[src/sv/ffba_pkg.sv]
`default_nettype none

package ffba_pkg;

   localparam int NUM_BLOCKS  = 64;
   localparam int BLOCK_BYTES = 4;

   localparam int COUNT_W  = 9;
   localparam int OFFSET_W = 8;
   localparam int STATUS_W = 2;
   localparam int GRANT_W  = 8;

   localparam int BLK_W  = (NUM_BLOCKS > 1) ? $clog2(NUM_BLOCKS) : 1;
   localparam int CNT_W  = $clog2(NUM_BLOCKS + 1);
   localparam int NBLK_W = COUNT_W;
   localparam int SUM_W  = COUNT_W + 1;
   localparam int CMP_W  = (CNT_W > NBLK_W) ? CNT_W : NBLK_W;
   localparam int PTR_W  = (CNT_W > OFFSET_W) ? CNT_W : OFFSET_W;
   localparam int PROD_W = BLK_W + 7;

   localparam logic ALLOCATE = 1'b0;
   localparam logic RELEASE  = 1'b1;

   localparam logic [STATUS_W-1:0] ST_ALLOCATED = 2'd0;
   localparam logic [STATUS_W-1:0] ST_NO_ROOM   = 2'd1;
   localparam logic [STATUS_W-1:0] ST_FREED     = 2'd2;

   typedef enum logic [1:0] {
      S_IDLE,
      S_SCAN,
      S_MARK,
      S_REPLY
   } state_type;

   typedef struct packed {
      logic             rd_en;
      logic [BLK_W-1:0] rd_addr;
      logic             wr_en;
      logic [BLK_W-1:0] wr_addr;
      logic             wr_data;
   } map_req_type;

   typedef struct packed {
      logic                valid;
      logic [STATUS_W-1:0] status;
      logic [GRANT_W-1:0]  offset;
   } reply_type;

endpackage

`default_nettype wire

[src/sv/ffba_map.sv]
`default_nettype none

module ffba_map (
   input  wire                  clock,
   input  wire                  reset,
   input  wire ffba_pkg::map_req_type map_req,
   output logic                 rd_data
);
   import ffba_pkg::*;

   logic                  mem_ff [NUM_BLOCKS];
   logic [NUM_BLOCKS-1:0] valid_ff;
   logic                  rd_data_ff;

   always_ff @(posedge clock) begin
      if (reset) begin
         valid_ff <= '0;
      end else if (map_req.wr_en) begin
         valid_ff[map_req.wr_addr] <= 1'b1;
      end
   end

   always_ff @(posedge clock) begin
      if (map_req.wr_en) begin
         mem_ff[map_req.wr_addr] <= map_req.wr_data;
      end
      if (map_req.rd_en) begin
         rd_data_ff <= valid_ff[map_req.rd_addr] & mem_ff[map_req.rd_addr];
      end
   end

   assign rd_data = rd_data_ff;

endmodule

`default_nettype wire

[src/sv/ffba_engine.sv]
`default_nettype none

module ffba_engine (
   input  wire                            clock,
   input  wire                            reset,
   input  wire                            start,
   input  wire                            req_action,
   input  wire [ffba_pkg::COUNT_W-1:0]    req_count,
   input  wire [ffba_pkg::OFFSET_W-1:0]   req_offset,
   output logic                           idle,
   output ffba_pkg::map_req_type          map_req,
   input  wire                            rd_data,
   output ffba_pkg::reply_type            reply,
   input  wire                            reply_take
);
   import ffba_pkg::*;

   state_type           state_ff, state_in;
   logic                is_free_ff, is_free_in;
   logic [NBLK_W-1:0]   len_ff, len_in;
   logic [PTR_W-1:0]    ptr_ff, ptr_in;
   logic [CNT_W-1:0]    run_ff, run_in;
   logic                chk_ff, chk_in;
   logic [BLK_W-1:0]    chk_idx_ff, chk_idx_in;
   logic [STATUS_W-1:0] status_ff, status_in;
   logic [GRANT_W-1:0]  offset_ff, offset_in;

   logic [SUM_W-1:0]    sum;
   logic [NBLK_W-1:0]   nblk;
   logic [OFFSET_W-1:0] loc;
   logic [CNT_W-1:0]    run_inc;
   logic                hit;
   logic [CMP_W-1:0]    start_w;
   logic [BLK_W-1:0]    start_blk;
   logic [PROD_W-1:0]   prod;
   logic                ptr_in_pool;

   assign sum         = SUM_W'(req_count) + SUM_W'(BLOCK_BYTES - 1);
   assign nblk        = NBLK_W'(sum / BLOCK_BYTES);
   assign loc         = OFFSET_W'(req_offset / BLOCK_BYTES);
   assign run_inc     = run_ff + CNT_W'(1);
   assign hit         = chk_ff && !rd_data && (CMP_W'(run_inc) == CMP_W'(len_ff));
   assign start_w     = CMP_W'(chk_idx_ff) + CMP_W'(1) - CMP_W'(len_ff);
   assign start_blk   = start_w[BLK_W-1:0];
   assign prod        = PROD_W'(start_blk) * PROD_W'(BLOCK_BYTES);
   assign ptr_in_pool = ptr_ff < PTR_W'(NUM_BLOCKS);

   always_comb begin
      state_in   = state_ff;
      is_free_in = is_free_ff;
      len_in     = len_ff;
      ptr_in     = ptr_ff;
      run_in     = run_ff;
      chk_in     = 1'b0;
      chk_idx_in = chk_idx_ff;
      status_in  = status_ff;
      offset_in  = offset_ff;
      case (state_ff)
         S_IDLE: begin
            if (start) begin
               is_free_in = (req_action == RELEASE);
               len_in     = nblk;
               offset_in  = '0;
               run_in     = '0;
               if (req_action == RELEASE) begin
                  ptr_in    = PTR_W'(loc);
                  status_in = ST_FREED;
                  state_in  = S_MARK;
               end else if (nblk == '0) begin
                  status_in = ST_ALLOCATED;
                  state_in  = S_REPLY;
               end else if (CMP_W'(nblk) > CMP_W'(NUM_BLOCKS)) begin
                  status_in = ST_NO_ROOM;
                  state_in  = S_REPLY;
               end else begin
                  ptr_in   = '0;
                  state_in = S_SCAN;
               end
            end
         end
         S_SCAN: begin
            if (ptr_in_pool) begin
               ptr_in     = ptr_ff + PTR_W'(1);
               chk_in     = 1'b1;
               chk_idx_in = ptr_ff[BLK_W-1:0];
            end
            if (chk_ff) begin
               run_in = rd_data ? '0 : run_inc;
               if (hit) begin
                  chk_in    = 1'b0;
                  ptr_in    = PTR_W'(start_blk);
                  status_in = ST_ALLOCATED;
                  offset_in = prod[GRANT_W-1:0];
                  state_in  = S_MARK;
               end else if (chk_idx_ff == BLK_W'(NUM_BLOCKS - 1)) begin
                  chk_in    = 1'b0;
                  status_in = ST_NO_ROOM;
                  state_in  = S_REPLY;
               end
            end
         end
         S_MARK: begin
            if (len_ff == '0 || !ptr_in_pool) begin
               state_in = S_REPLY;
            end else begin
               ptr_in = ptr_ff + PTR_W'(1);
               len_in = len_ff - NBLK_W'(1);
            end
         end
         S_REPLY: begin
            if (reply_take) begin
               state_in = S_IDLE;
            end
         end
         default: begin
            state_in = S_IDLE;
         end
      endcase
   end

   always_comb begin
      idle         = 1'b0;
      map_req      = '0;
      reply        = '0;
      reply.status = status_ff;
      reply.offset = offset_ff;
      case (state_ff)
         S_IDLE: begin
            idle = 1'b1;
         end
         S_SCAN: begin
            map_req.rd_en   = ptr_in_pool;
            map_req.rd_addr = ptr_ff[BLK_W-1:0];
         end
         S_MARK: begin
            map_req.wr_en   = (len_ff != '0) && ptr_in_pool;
            map_req.wr_addr = ptr_ff[BLK_W-1:0];
            map_req.wr_data = !is_free_ff;
         end
         S_REPLY: begin
            reply.valid = 1'b1;
         end
         default: begin
            idle = 1'b0;
         end
      endcase
   end

   always_ff @(posedge clock) begin
      if (reset) begin
         state_ff <= S_IDLE;
         chk_ff   <= 1'b0;
      end else begin
         state_ff <= state_in;
         chk_ff   <= chk_in;
      end
   end

   always_ff @(posedge clock) begin
      is_free_ff <= is_free_in;
      len_ff     <= len_in;
      ptr_ff     <= ptr_in;
      run_ff     <= run_in;
      chk_idx_ff <= chk_idx_in;
      status_ff  <= status_in;
      offset_ff  <= offset_in;
   end

`ifndef SYNTHESIS
   a_no_write_in_scan : assert property (@(posedge clock) disable iff (reset)
      (state_ff != S_MARK) |-> !map_req.wr_en)
      else $error("map write outside mark phase");

   a_busy_after_start : assert property (@(posedge clock) disable iff (reset)
      start |=> !idle)
      else $error("engine idle right after accepting a beat");

   a_mark_status : assert property (@(posedge clock) disable iff (reset)
      (state_ff == S_MARK) |->
         ((is_free_ff && status_ff == ST_FREED) || (!is_free_ff && status_ff == ST_ALLOCATED)))
      else $error("mark phase with inconsistent status");

   a_hit_leaves_scan : assert property (@(posedge clock) disable iff (reset)
      (state_ff == S_SCAN && hit) |=> (state_ff == S_MARK))
      else $error("found run did not start marking");
`endif

endmodule

`default_nettype wire

[src/sv/first_fit_block_allocator_unit.sv]
// channel  dir  tdata (low bit up)                    tuser
// req      in   byte_count[8:0], byte_offset[16:9]     action
// rsp      out  granted_offset[7:0]                    status[1:0]
//
// One request at a time, from the accepted beat to the response load.
// Allocate: the scan reads one block a cycle up to run end block k, then the mark writes
// n blocks one a cycle; a miss scans all NUM_BLOCKS blocks. Zero-byte or oversized
// allocate replies without a scan. Free writes the n covered blocks that lie in the pool.
// Reset clears the map at once through per-block valid flops.
// A full, stalled response register holds the reply; else the next beat is taken the next cycle.
`default_nettype none

module first_fit_block_allocator_unit (
   input  wire         clock,
   input  wire         reset,
   input  wire         req_tvalid,
   output logic        req_tready,
   input  wire  [23:0] req_tdata,   // byte_count[8:0], byte_offset[16:9], zero pad
   input  wire         req_tuser,   // action
   output logic        rsp_tvalid,
   input  wire         rsp_tready,
   output logic [7:0]  rsp_tdata,   // granted_offset[7:0]
   output logic [1:0]  rsp_tuser    // status[1:0]
);
   import ffba_pkg::*;

   map_req_type         map_req;
   reply_type           reply;
   logic                rd_data;
   logic                idle;
   logic                start;
   logic                take;

   logic                rsp_valid_ff, rsp_valid_in;
   logic [STATUS_W-1:0] rsp_status_ff, rsp_status_in;
   logic [GRANT_W-1:0]  rsp_offset_ff, rsp_offset_in;

   assign req_tready = idle;
   assign start      = req_tvalid && idle;
   assign take       = !rsp_valid_ff || rsp_tready;

   ffba_map u_map (
      .clock   (clock),
      .reset   (reset),
      .map_req (map_req),
      .rd_data (rd_data)
   );

   ffba_engine u_engine (
      .clock      (clock),
      .reset      (reset),
      .start      (start),
      .req_action (req_tuser),
      .req_count  (req_tdata[COUNT_W-1:0]),
      .req_offset (req_tdata[COUNT_W+OFFSET_W-1:COUNT_W]),
      .idle       (idle),
      .map_req    (map_req),
      .rd_data    (rd_data),
      .reply      (reply),
      .reply_take (take)
   );

   always_comb begin
      rsp_valid_in  = rsp_valid_ff;
      rsp_status_in = rsp_status_ff;
      rsp_offset_in = rsp_offset_ff;
      if (reply.valid && take) begin
         rsp_valid_in  = 1'b1;
         rsp_status_in = reply.status;
         rsp_offset_in = reply.offset;
      end else if (rsp_tready) begin
         rsp_valid_in = 1'b0;
      end
   end

   always_ff @(posedge clock) begin
      if (reset) begin
         rsp_valid_ff <= 1'b0;
      end else begin
         rsp_valid_ff <= rsp_valid_in;
      end
   end

   always_ff @(posedge clock) begin
      rsp_status_ff <= rsp_status_in;
      rsp_offset_ff <= rsp_offset_in;
   end

   assign rsp_tvalid = rsp_valid_ff;
   assign rsp_tdata  = rsp_offset_ff;
   assign rsp_tuser  = rsp_status_ff;

`ifndef SYNTHESIS
   a_no_accept_busy : assert property (@(posedge clock) disable iff (reset)
      (reply.valid && !take) |=> reply.valid)
      else $error("reply dropped while response register was full");

   a_rsp_hold : assert property (@(posedge clock) disable iff (reset)
      (rsp_tvalid && !rsp_tready) |=> (rsp_tvalid && $stable(rsp_tdata) && $stable(rsp_tuser)))
      else $error("stalled response beat changed");

   a_status_code : assert property (@(posedge clock) disable iff (reset)
      rsp_tvalid |-> (rsp_tuser == ST_ALLOCATED || rsp_tuser == ST_NO_ROOM
                      || rsp_tuser == ST_FREED))
      else $error("response status out of range");
`endif

endmodule

`default_nettype wire
[config.mk]
export PLATFORM = sky130hd
export DESIGN_NAME = first_fit_block_allocator_unit
export DESIGN_NICKNAME = d
export VERILOG_FILES = /design/src/sv/ffba_pkg.sv /design/src/sv/ffba_map.sv /design/src/sv/ffba_engine.sv /design/src/sv/first_fit_block_allocator_unit.sv
export SDC_FILE = /design/constraint.sdc
export NUM_CORES = 1
export LEC_CHECK = 0
export BUFFER_PORTS_ARGS = -buffer_cell sky130_fd_sc_hd__buf_2
export CAP_MARGIN = 10
export CORE_MARGIN = 8
export CORE_UTILIZATION = 60
export DETAILED_ROUTE_END_ITERATION = 10
export PLACE_DENSITY = 0.78
export SYNTH_ARGS = -nofsm -noshare
export SYNTH_HDL_FRONTEND = slang
export SYNTH_HIERARCHICAL = 1
export SYNTH_SLANG_ARGS = --single-unit
[constraint.sdc]
create_clock -name clock -period 3.9 [get_ports clock]
set_input_delay 0.585 -clock clock [delete_from_list [all_inputs] [get_ports clock]]
set_output_delay 0.585 -clock clock [all_outputs]
set_load 0.02 [all_outputs]
==> results of run 1 <==
[cell type report]
cell class                 instances  area, sq um
tap                              180        225.2
clock inverter                    11        172.7
multi-input combinational        580         3271
timing repair buffer              40        222.7
sequential                       182         4785
clock buffer                      21        470.5
fill                            1043         4491
inverter                          22        82.58
[power groups by stage]
stage	Combinational (uW)	Sequential [uW]	Clock (uW)
3_5_place_dp	1750	2640	0
4_1_cts	1780	2600	1870
2_1_floorplan	1330	2560	0
3_3_place_gp	1690	2620	0
5_1_grt	1970	2630	1940
6_report	1810	2600	1830
[routing by layer]
layer,up-vias,share of wire,global-route usage
li1,2896,-,-
met1,2950,0.41,0.2396
met2,240,0.50,0.3510
met3,49,0.064,0.05158
met4,0,0.035,0.1192
met5,-,0,0
[critical path, stage by stage, from the launching register on]
cell and delay (ns):
dfxtp_1 0.34, inv_1 0.08, ha_1 0.20, and2_1 0.76, buf_4 0.34, o21ai_0 0.16, o21ai_0 0.31, nand3_1 0.12
a41oi_1 0.24, a211oi_1 0.10
[how the worst max path moves through the flow]
| stage | from | endpoint | slack [ns] | depth (start not counted) |
|---|---|---|---|---|
| after floorplan | u_engine/state_ff[0] | u_map/mem_ff[0] | 0.72 | 5 |
| after global placement | u_engine/state_ff[1] | u_map/rd_data | 1.10 | 7 |
| after detailed placement | u_engine/state_ff[1] | u_map/rd_data | 1.06 | 7 |
| after CTS | u_engine/state_ff[1] | u_map/rd_data | 0.99 | 9 |
| after global routing | u_engine/state_ff[1] | u_map/rd_data | 0.84 | 9 |
| final | u_engine/state_ff[1] | u_map/rd_data | 0.98 | 9 |
[stage by stage]
step	setup WS, ns	area [sq um]	power, uW	cells
after floorplan	0.7165	8302	3889	823
after global placement	1.103	8586	4315	1004
after detailed placement	1.057	8586	4394	1004
after CTS	0.9885	9229	6252	1036
after global routing	0.8436	9229	6532	1036
final	0.9834	9229	6243	1036
[cells in the mapped netlist, types with 3 or more instances]
library cell  number
xnor2_1           18
edfxtp_1         114
nor3_1            14
o21ai_1            5
and3_1             7
mux2i_1            3
nand3b_1           6
nor2b_1           12
nand2_1           62
a211oi_1           3
inv_1             22
a21oi_1           11
o211ai_1          17
nand4_1            4
buf_2              8
ha_1              16
a31oi_1           14
nor2_1           213
o21ba_2            3
nand3_1           35
clkbuf_1          26
a21boi_0           3
o21a_1             5
xor2_1            18
or3b_1             3
o21ai_0           31
dfxtp_1           68
a311oi_1           4
nor4_1             5
nand2b_1           4
a21o_1             3
and2_1            23
[logic make-up after synthesis]
logic type      after synthesis  synth area share
simple gates                399            0.2155
compound gates              118           0.09831
mux                           7           0.01131
fa+ha+maj                    17           0.02654
flops                       182            0.5766
xor+xnor                     37           0.04071
buf+inv                      61           0.03061
other cells                   1         0.0004519
[registers in the layout (all words and copies together) (netlist names), 2 cells and up]
signal               count
u_engine/chk_idx_ff      6
u_engine/len_ff          9
u_engine/status_ff       2
u_engine/offset_ff       6
u_engine/ptr_ff          8
rsp_tdata                8
u_engine/run_ff          7
u_map/mem_ff            64
u_engine/state_ff        2
rsp_tuser                2
u_map/valid_ff          64
==> flow_metrics.env, run 1 <==
export IMPL_fmax_mhz=342.9
export IMPL_clkTransAtPathRegs_ns=0.07
export IMPL_rrSetupSlack_ns=0.98
export IMPL_setup_violations_final=0
export IMPL_switchingPower_uw=2069
export IMPL_fp_dieW_um=133.6
export IMPL_ys_seq_area_frac=0.5766
export IMPL_drv_slew=0
export IMPL_cts_root_buf="clkbuf_16"
export IMPL_synthTopCellsByArea="edfxtp_1 41%, dfxtp_1 16%, nor2_1 9.6%, nand2_1 2.8%, ha_1 2.4%"
export IMPL_synthCells=822
export IMPL_drt_iter0_markers=543
export IMPL_vias=6135
export IMPL_grt_start_max_net_pins=65
export IMPL_start_kind="flip-flop"
export IMPL_synth_edf_count=114
export IMPL_required_ns=4.07
export IMPL_hold_ws_ns=0.4184
export IMPL_final_layout_size_suffix_gt1_frac=0.1040
export IMPL_layout_commonest_cell="nor2_1"
export IMPL_drc=0
export IMPL_cts_tree="yes"
export IMPL_avgRoutedWirePerCell_um=17.61
export IMPL_num_antenna_cells=0
export IMPL_yosys_warnings=6
export IMPL_syn_avg_cell_area_sq_um=10.09
export IMPL_timing_rr_start="u_engine/state_ff[1]"
export IMPL_numPortBuffers=31
export IMPL_tightest_slew_ns=1.031
export IMPL_ys_types=67
export IMPL_num_io_pins=41
export IMPL_worstPathArrival_ns=3.08
export IMPL_crit_fanout=25
export IMPL_synth_seq_cells=182
export IMPL_fp_row_count=43
export IMPL_synth_area_sq_um=8298
export IMPL_ys_flop_type="edfxtp_1"
export IMPL_end_kind="flip-flop"
export IMPL_synth_async_reset_ratio=0
export IMPL_grt_antenna_before_repair=0
export IMPL_cap_violations=0
export IMPL_rsz0062_at_grt="no"
export IMPL_crit_type="flip-flop to flip-flop"
export IMPL_post_cts_buffers=0
export IMPL_clock_latency_ns=0.43
export IMPL_ir_drop_v=0.0004035
export IMPL_post_dp_hpwl_mm=12.25
export IMPL_period_minus_slack_ns=2.917
export IMPL_final_cell_mix="213 x nor2_1, 114 x edfxtp_1, 68 x dfxtp_1"
export IMPL_worstHoldPathCells=0
export IMPL_min_period_over_period=0.7478
export IMPL_clk_path_buf_depth=2
export IMPL_cts_hold_buf=0
export IMPL_swShare=0.3315
export IMPL_postLayoutCoreUtil=0.6727
export IMPL_ff2ff_path_depth=9
export IMPL_grt_use_total=0.2092
export IMPL_grt_pass1_wl_mm=29.70
export IMPL_ant_nets=0
export IMPL_reg2reg_to="u_map/rd_data"
export IMPL_min_to="rsp_tdata[4]"
export IMPL_tns_ns=0
export IMPL_die_h_um=133.6
export IMPL_comb_power_share=0.289
export IMPL_leakagePower_uw=0.003219
export IMPL_hp_class="flip-flop to flip-flop"
export IMPL_drt_pass1_iterations=5
export IMPL_die_area_sq_um=17850
export IMPL_ctsResizeCount=0
export IMPL_area_delta_synth_final_pct=11.22
export IMPL_start_util=0.6048
export IMPL_cts_buffers_inserted=17
export IMPL_p_seq_frac=0.417
export IMPL_routabilityCongestion=0.8990
export IMPL_maxSlewHeadroom=0.3124
export IMPL_p_int_uw=4174
export IMPL_grt_pass1_vias=6057
export IMPL_status="completed"
export IMPL_hp_start="u_engine/offset_ff[4]"
export IMPL_drt_wl_total_mm=18.25
export IMPL_core_area_sq_um=13720
export IMPL_htreeDepth=4
export IMPL_layout_nets=889
export IMPL_skew_ns=0.008749
export IMPL_viasPerCell=5.922
export IMPL_clock_sinks=182
export IMPL_hold_violations=0
export IMPL_p_per_area_nw_per_um2=676.5
export IMPL_grt_ovfl_total=0
export IMPL_synth_top_area_share=0.4125
export IMPL_clockPowerShare=0.294
export IMPL_yosys_area_top_type="edfxtp_1"
Power figures use the tool's default switching activity.
==> run 2, diff against run 1 <==
Clock period 3.9 ns to 2.9 ns, I/O delays scaled along.
==> flow_metrics.env, run 2 (synthesis results as in run 1) <==
export IMPL_regArea_sq_um=4785
export IMPL_grt_use_total=0.2086
export IMPL_grt_pass1_wl_mm=29.73
export IMPL_htreeDepth=4
export IMPL_maxSlewHeadroom=0.5176
export IMPL_layout_commonest_cell="nor2_1"
export IMPL_rsz0062_at_grt="no"
export IMPL_crit_type="flip-flop to flip-flop"
export IMPL_hold_ws_ns=0.2858
export IMPL_end_kind="flip-flop"
export IMPL_p_per_area_nw_per_um2=889.0
export IMPL_cts_buffers_inserted=17
export IMPL_post_dp_hpwl_mm=12.41
export IMPL_start_kind="flip-flop"
export IMPL_ir_drop_v=0.0004732
export IMPL_die_area_sq_um=17850
export IMPL_cts_tree="yes"
export IMPL_cap_violations=0
export IMPL_start_util=0.6048
export IMPL_final_cell_mix="213 x nor2_1, 114 x edfxtp_1, 68 x dfxtp_1"
export IMPL_crit_chain="ha_1 -> nand3_2 -> o211ai_1 -> a311oi_1 -> o2111ai_4 -> or2b_1 -> o21a_1"
export IMPL_hold_violations=0
export IMPL_leakagePower_uw=0.003210
export IMPL_numPortBuffers=31
export IMPL_vias=6134
export IMPL_layout_nets=895
export IMPL_routabilityCongestion=0.8901
export IMPL_postLayoutCoreUtil=0.6708
export IMPL_grt_start_max_net_pins=65
export IMPL_clkTransAtPathRegs_ns=0.07
export IMPL_core_area_sq_um=13720
export IMPL_grt_pass1_vias=6080
export IMPL_setup_ws_ns=0.2212
export IMPL_grt_ovfl_total=0
export IMPL_clk_path_buf_depth=2
export IMPL_clock_sinks=182
export IMPL_num_antenna_cells=0
export IMPL_slowest_delay_ns=0.48
export IMPL_required_ns=3.03
export IMPL_dp_slack_ns=0.2239
export IMPL_drt_iter0_markers=605
export IMPL_fmax_mhz=373.3
export IMPL_crit_fanout=10
export IMPL_reg_top3="u_map/mem_ff (64), u_map/valid_ff (64), u_engine/len_ff (9)"
export IMPL_die_h_um=133.6
export IMPL_worstPathArrival_ns=2.81
export IMPL_setup_violations_final=0
export IMPL_final_layout_size_suffix_gt1_frac=0.1044
export IMPL_path_delay_family="compound AO/OA/AOI/OAI gates"
export IMPL_viasPerCell=5.887
export IMPL_drt_pass1_iterations=7
export IMPL_clock_latency_ns=0.42
export IMPL_tns_ns=0
export IMPL_period_minus_slack_ns=2.679
export IMPL_worst_path_buf_inv=0
export IMPL_fp_row_count=43
export IMPL_multi_input_area_sq_um=3271
export IMPL_fp_dieW_um=133.6
export IMPL_tightest_slew_ns=0.7236
export IMPL_status="completed"
export IMPL_hp_class="input pin to flip-flop"
export IMPL_post_cts_buffers=0
export IMPL_ctsResizeCount=0
export IMPL_ant_nets=0
export IMPL_drt_wl_total_mm=18.19
export IMPL_cts_hold_buf=0
export IMPL_drv_slew=0
export IMPL_grt_antenna_before_repair=0
export IMPL_avgRoutedWirePerCell_um=17.46
export IMPL_cts_root_buf="clkbuf_16"
export IMPL_area_delta_synth_final_pct=10.90
export IMPL_min_period_over_period=0.9237
export IMPL_skew_ns=0.008431
export IMPL_fill_cells=1054
export IMPL_drc=0
export IMPL_cpMaxStageDelayCell="edfxtp_1"
export IMPL_num_io_pins=41
run 2: cell types whose count changed in the layout (fill, tap and decap cells not counted), moves of 2 or more:
cell,change
buf_4,+6
clkbuf_1,+4
clkbuf_8,-3
bufinv_16,-2
clkinv_4,-2
run 2: stage by stage:
stage | std cells | total power [uW] | instance area (sq um)
2_1_floorplan | 823 | 5228 | 8304
3_3_place_gp | 1010 | 5855 | 8631
3_5_place_dp | 1010 | 5959 | 8631
4_1_cts | 1042 | 8202 | 9203
5_1_grt | 1042 | 8569 | 9203
6_report | 1042 | 8181 | 9203
run 2: routing by layer:
metal,vias up,track usage,share of wire
met4,0,0.1023,0.034
met5,-,0,0
li1,2917,-,-
met2,215,0.3622,0.51
met3,43,0.04895,0.058
met1,2959,0.2366,0.40
run 2: report_power, final:
group	internal (uW)	switching (uW)
logic	910	1550
registers	3220	274
clock network	1310	914
total	5440	2740
run 2: cell type report:
cell class	count	share of cell area
repair buffers	46	0.02910
inverters	22	0.008973
clock buffers	23	0.05099
multi-input cells	580	0.3554
well taps	180	0.02447
clock inverters	9	0.01115
flip-flops and latches	182	0.5199
run 2: final timing paths:
check,endpoint,from,depth (start not counted),slack [ns]
min,u_engine/is_free_ff,req_tuser,1,0.29
max reg2reg,u_engine/status_ff[1],u_engine/run_ff[0],7,0.22
min reg2reg,rsp_tuser[0],u_engine/status_ff[0],0,0.42
max,u_engine/status_ff[1],u_engine/run_ff[0],7,0.22
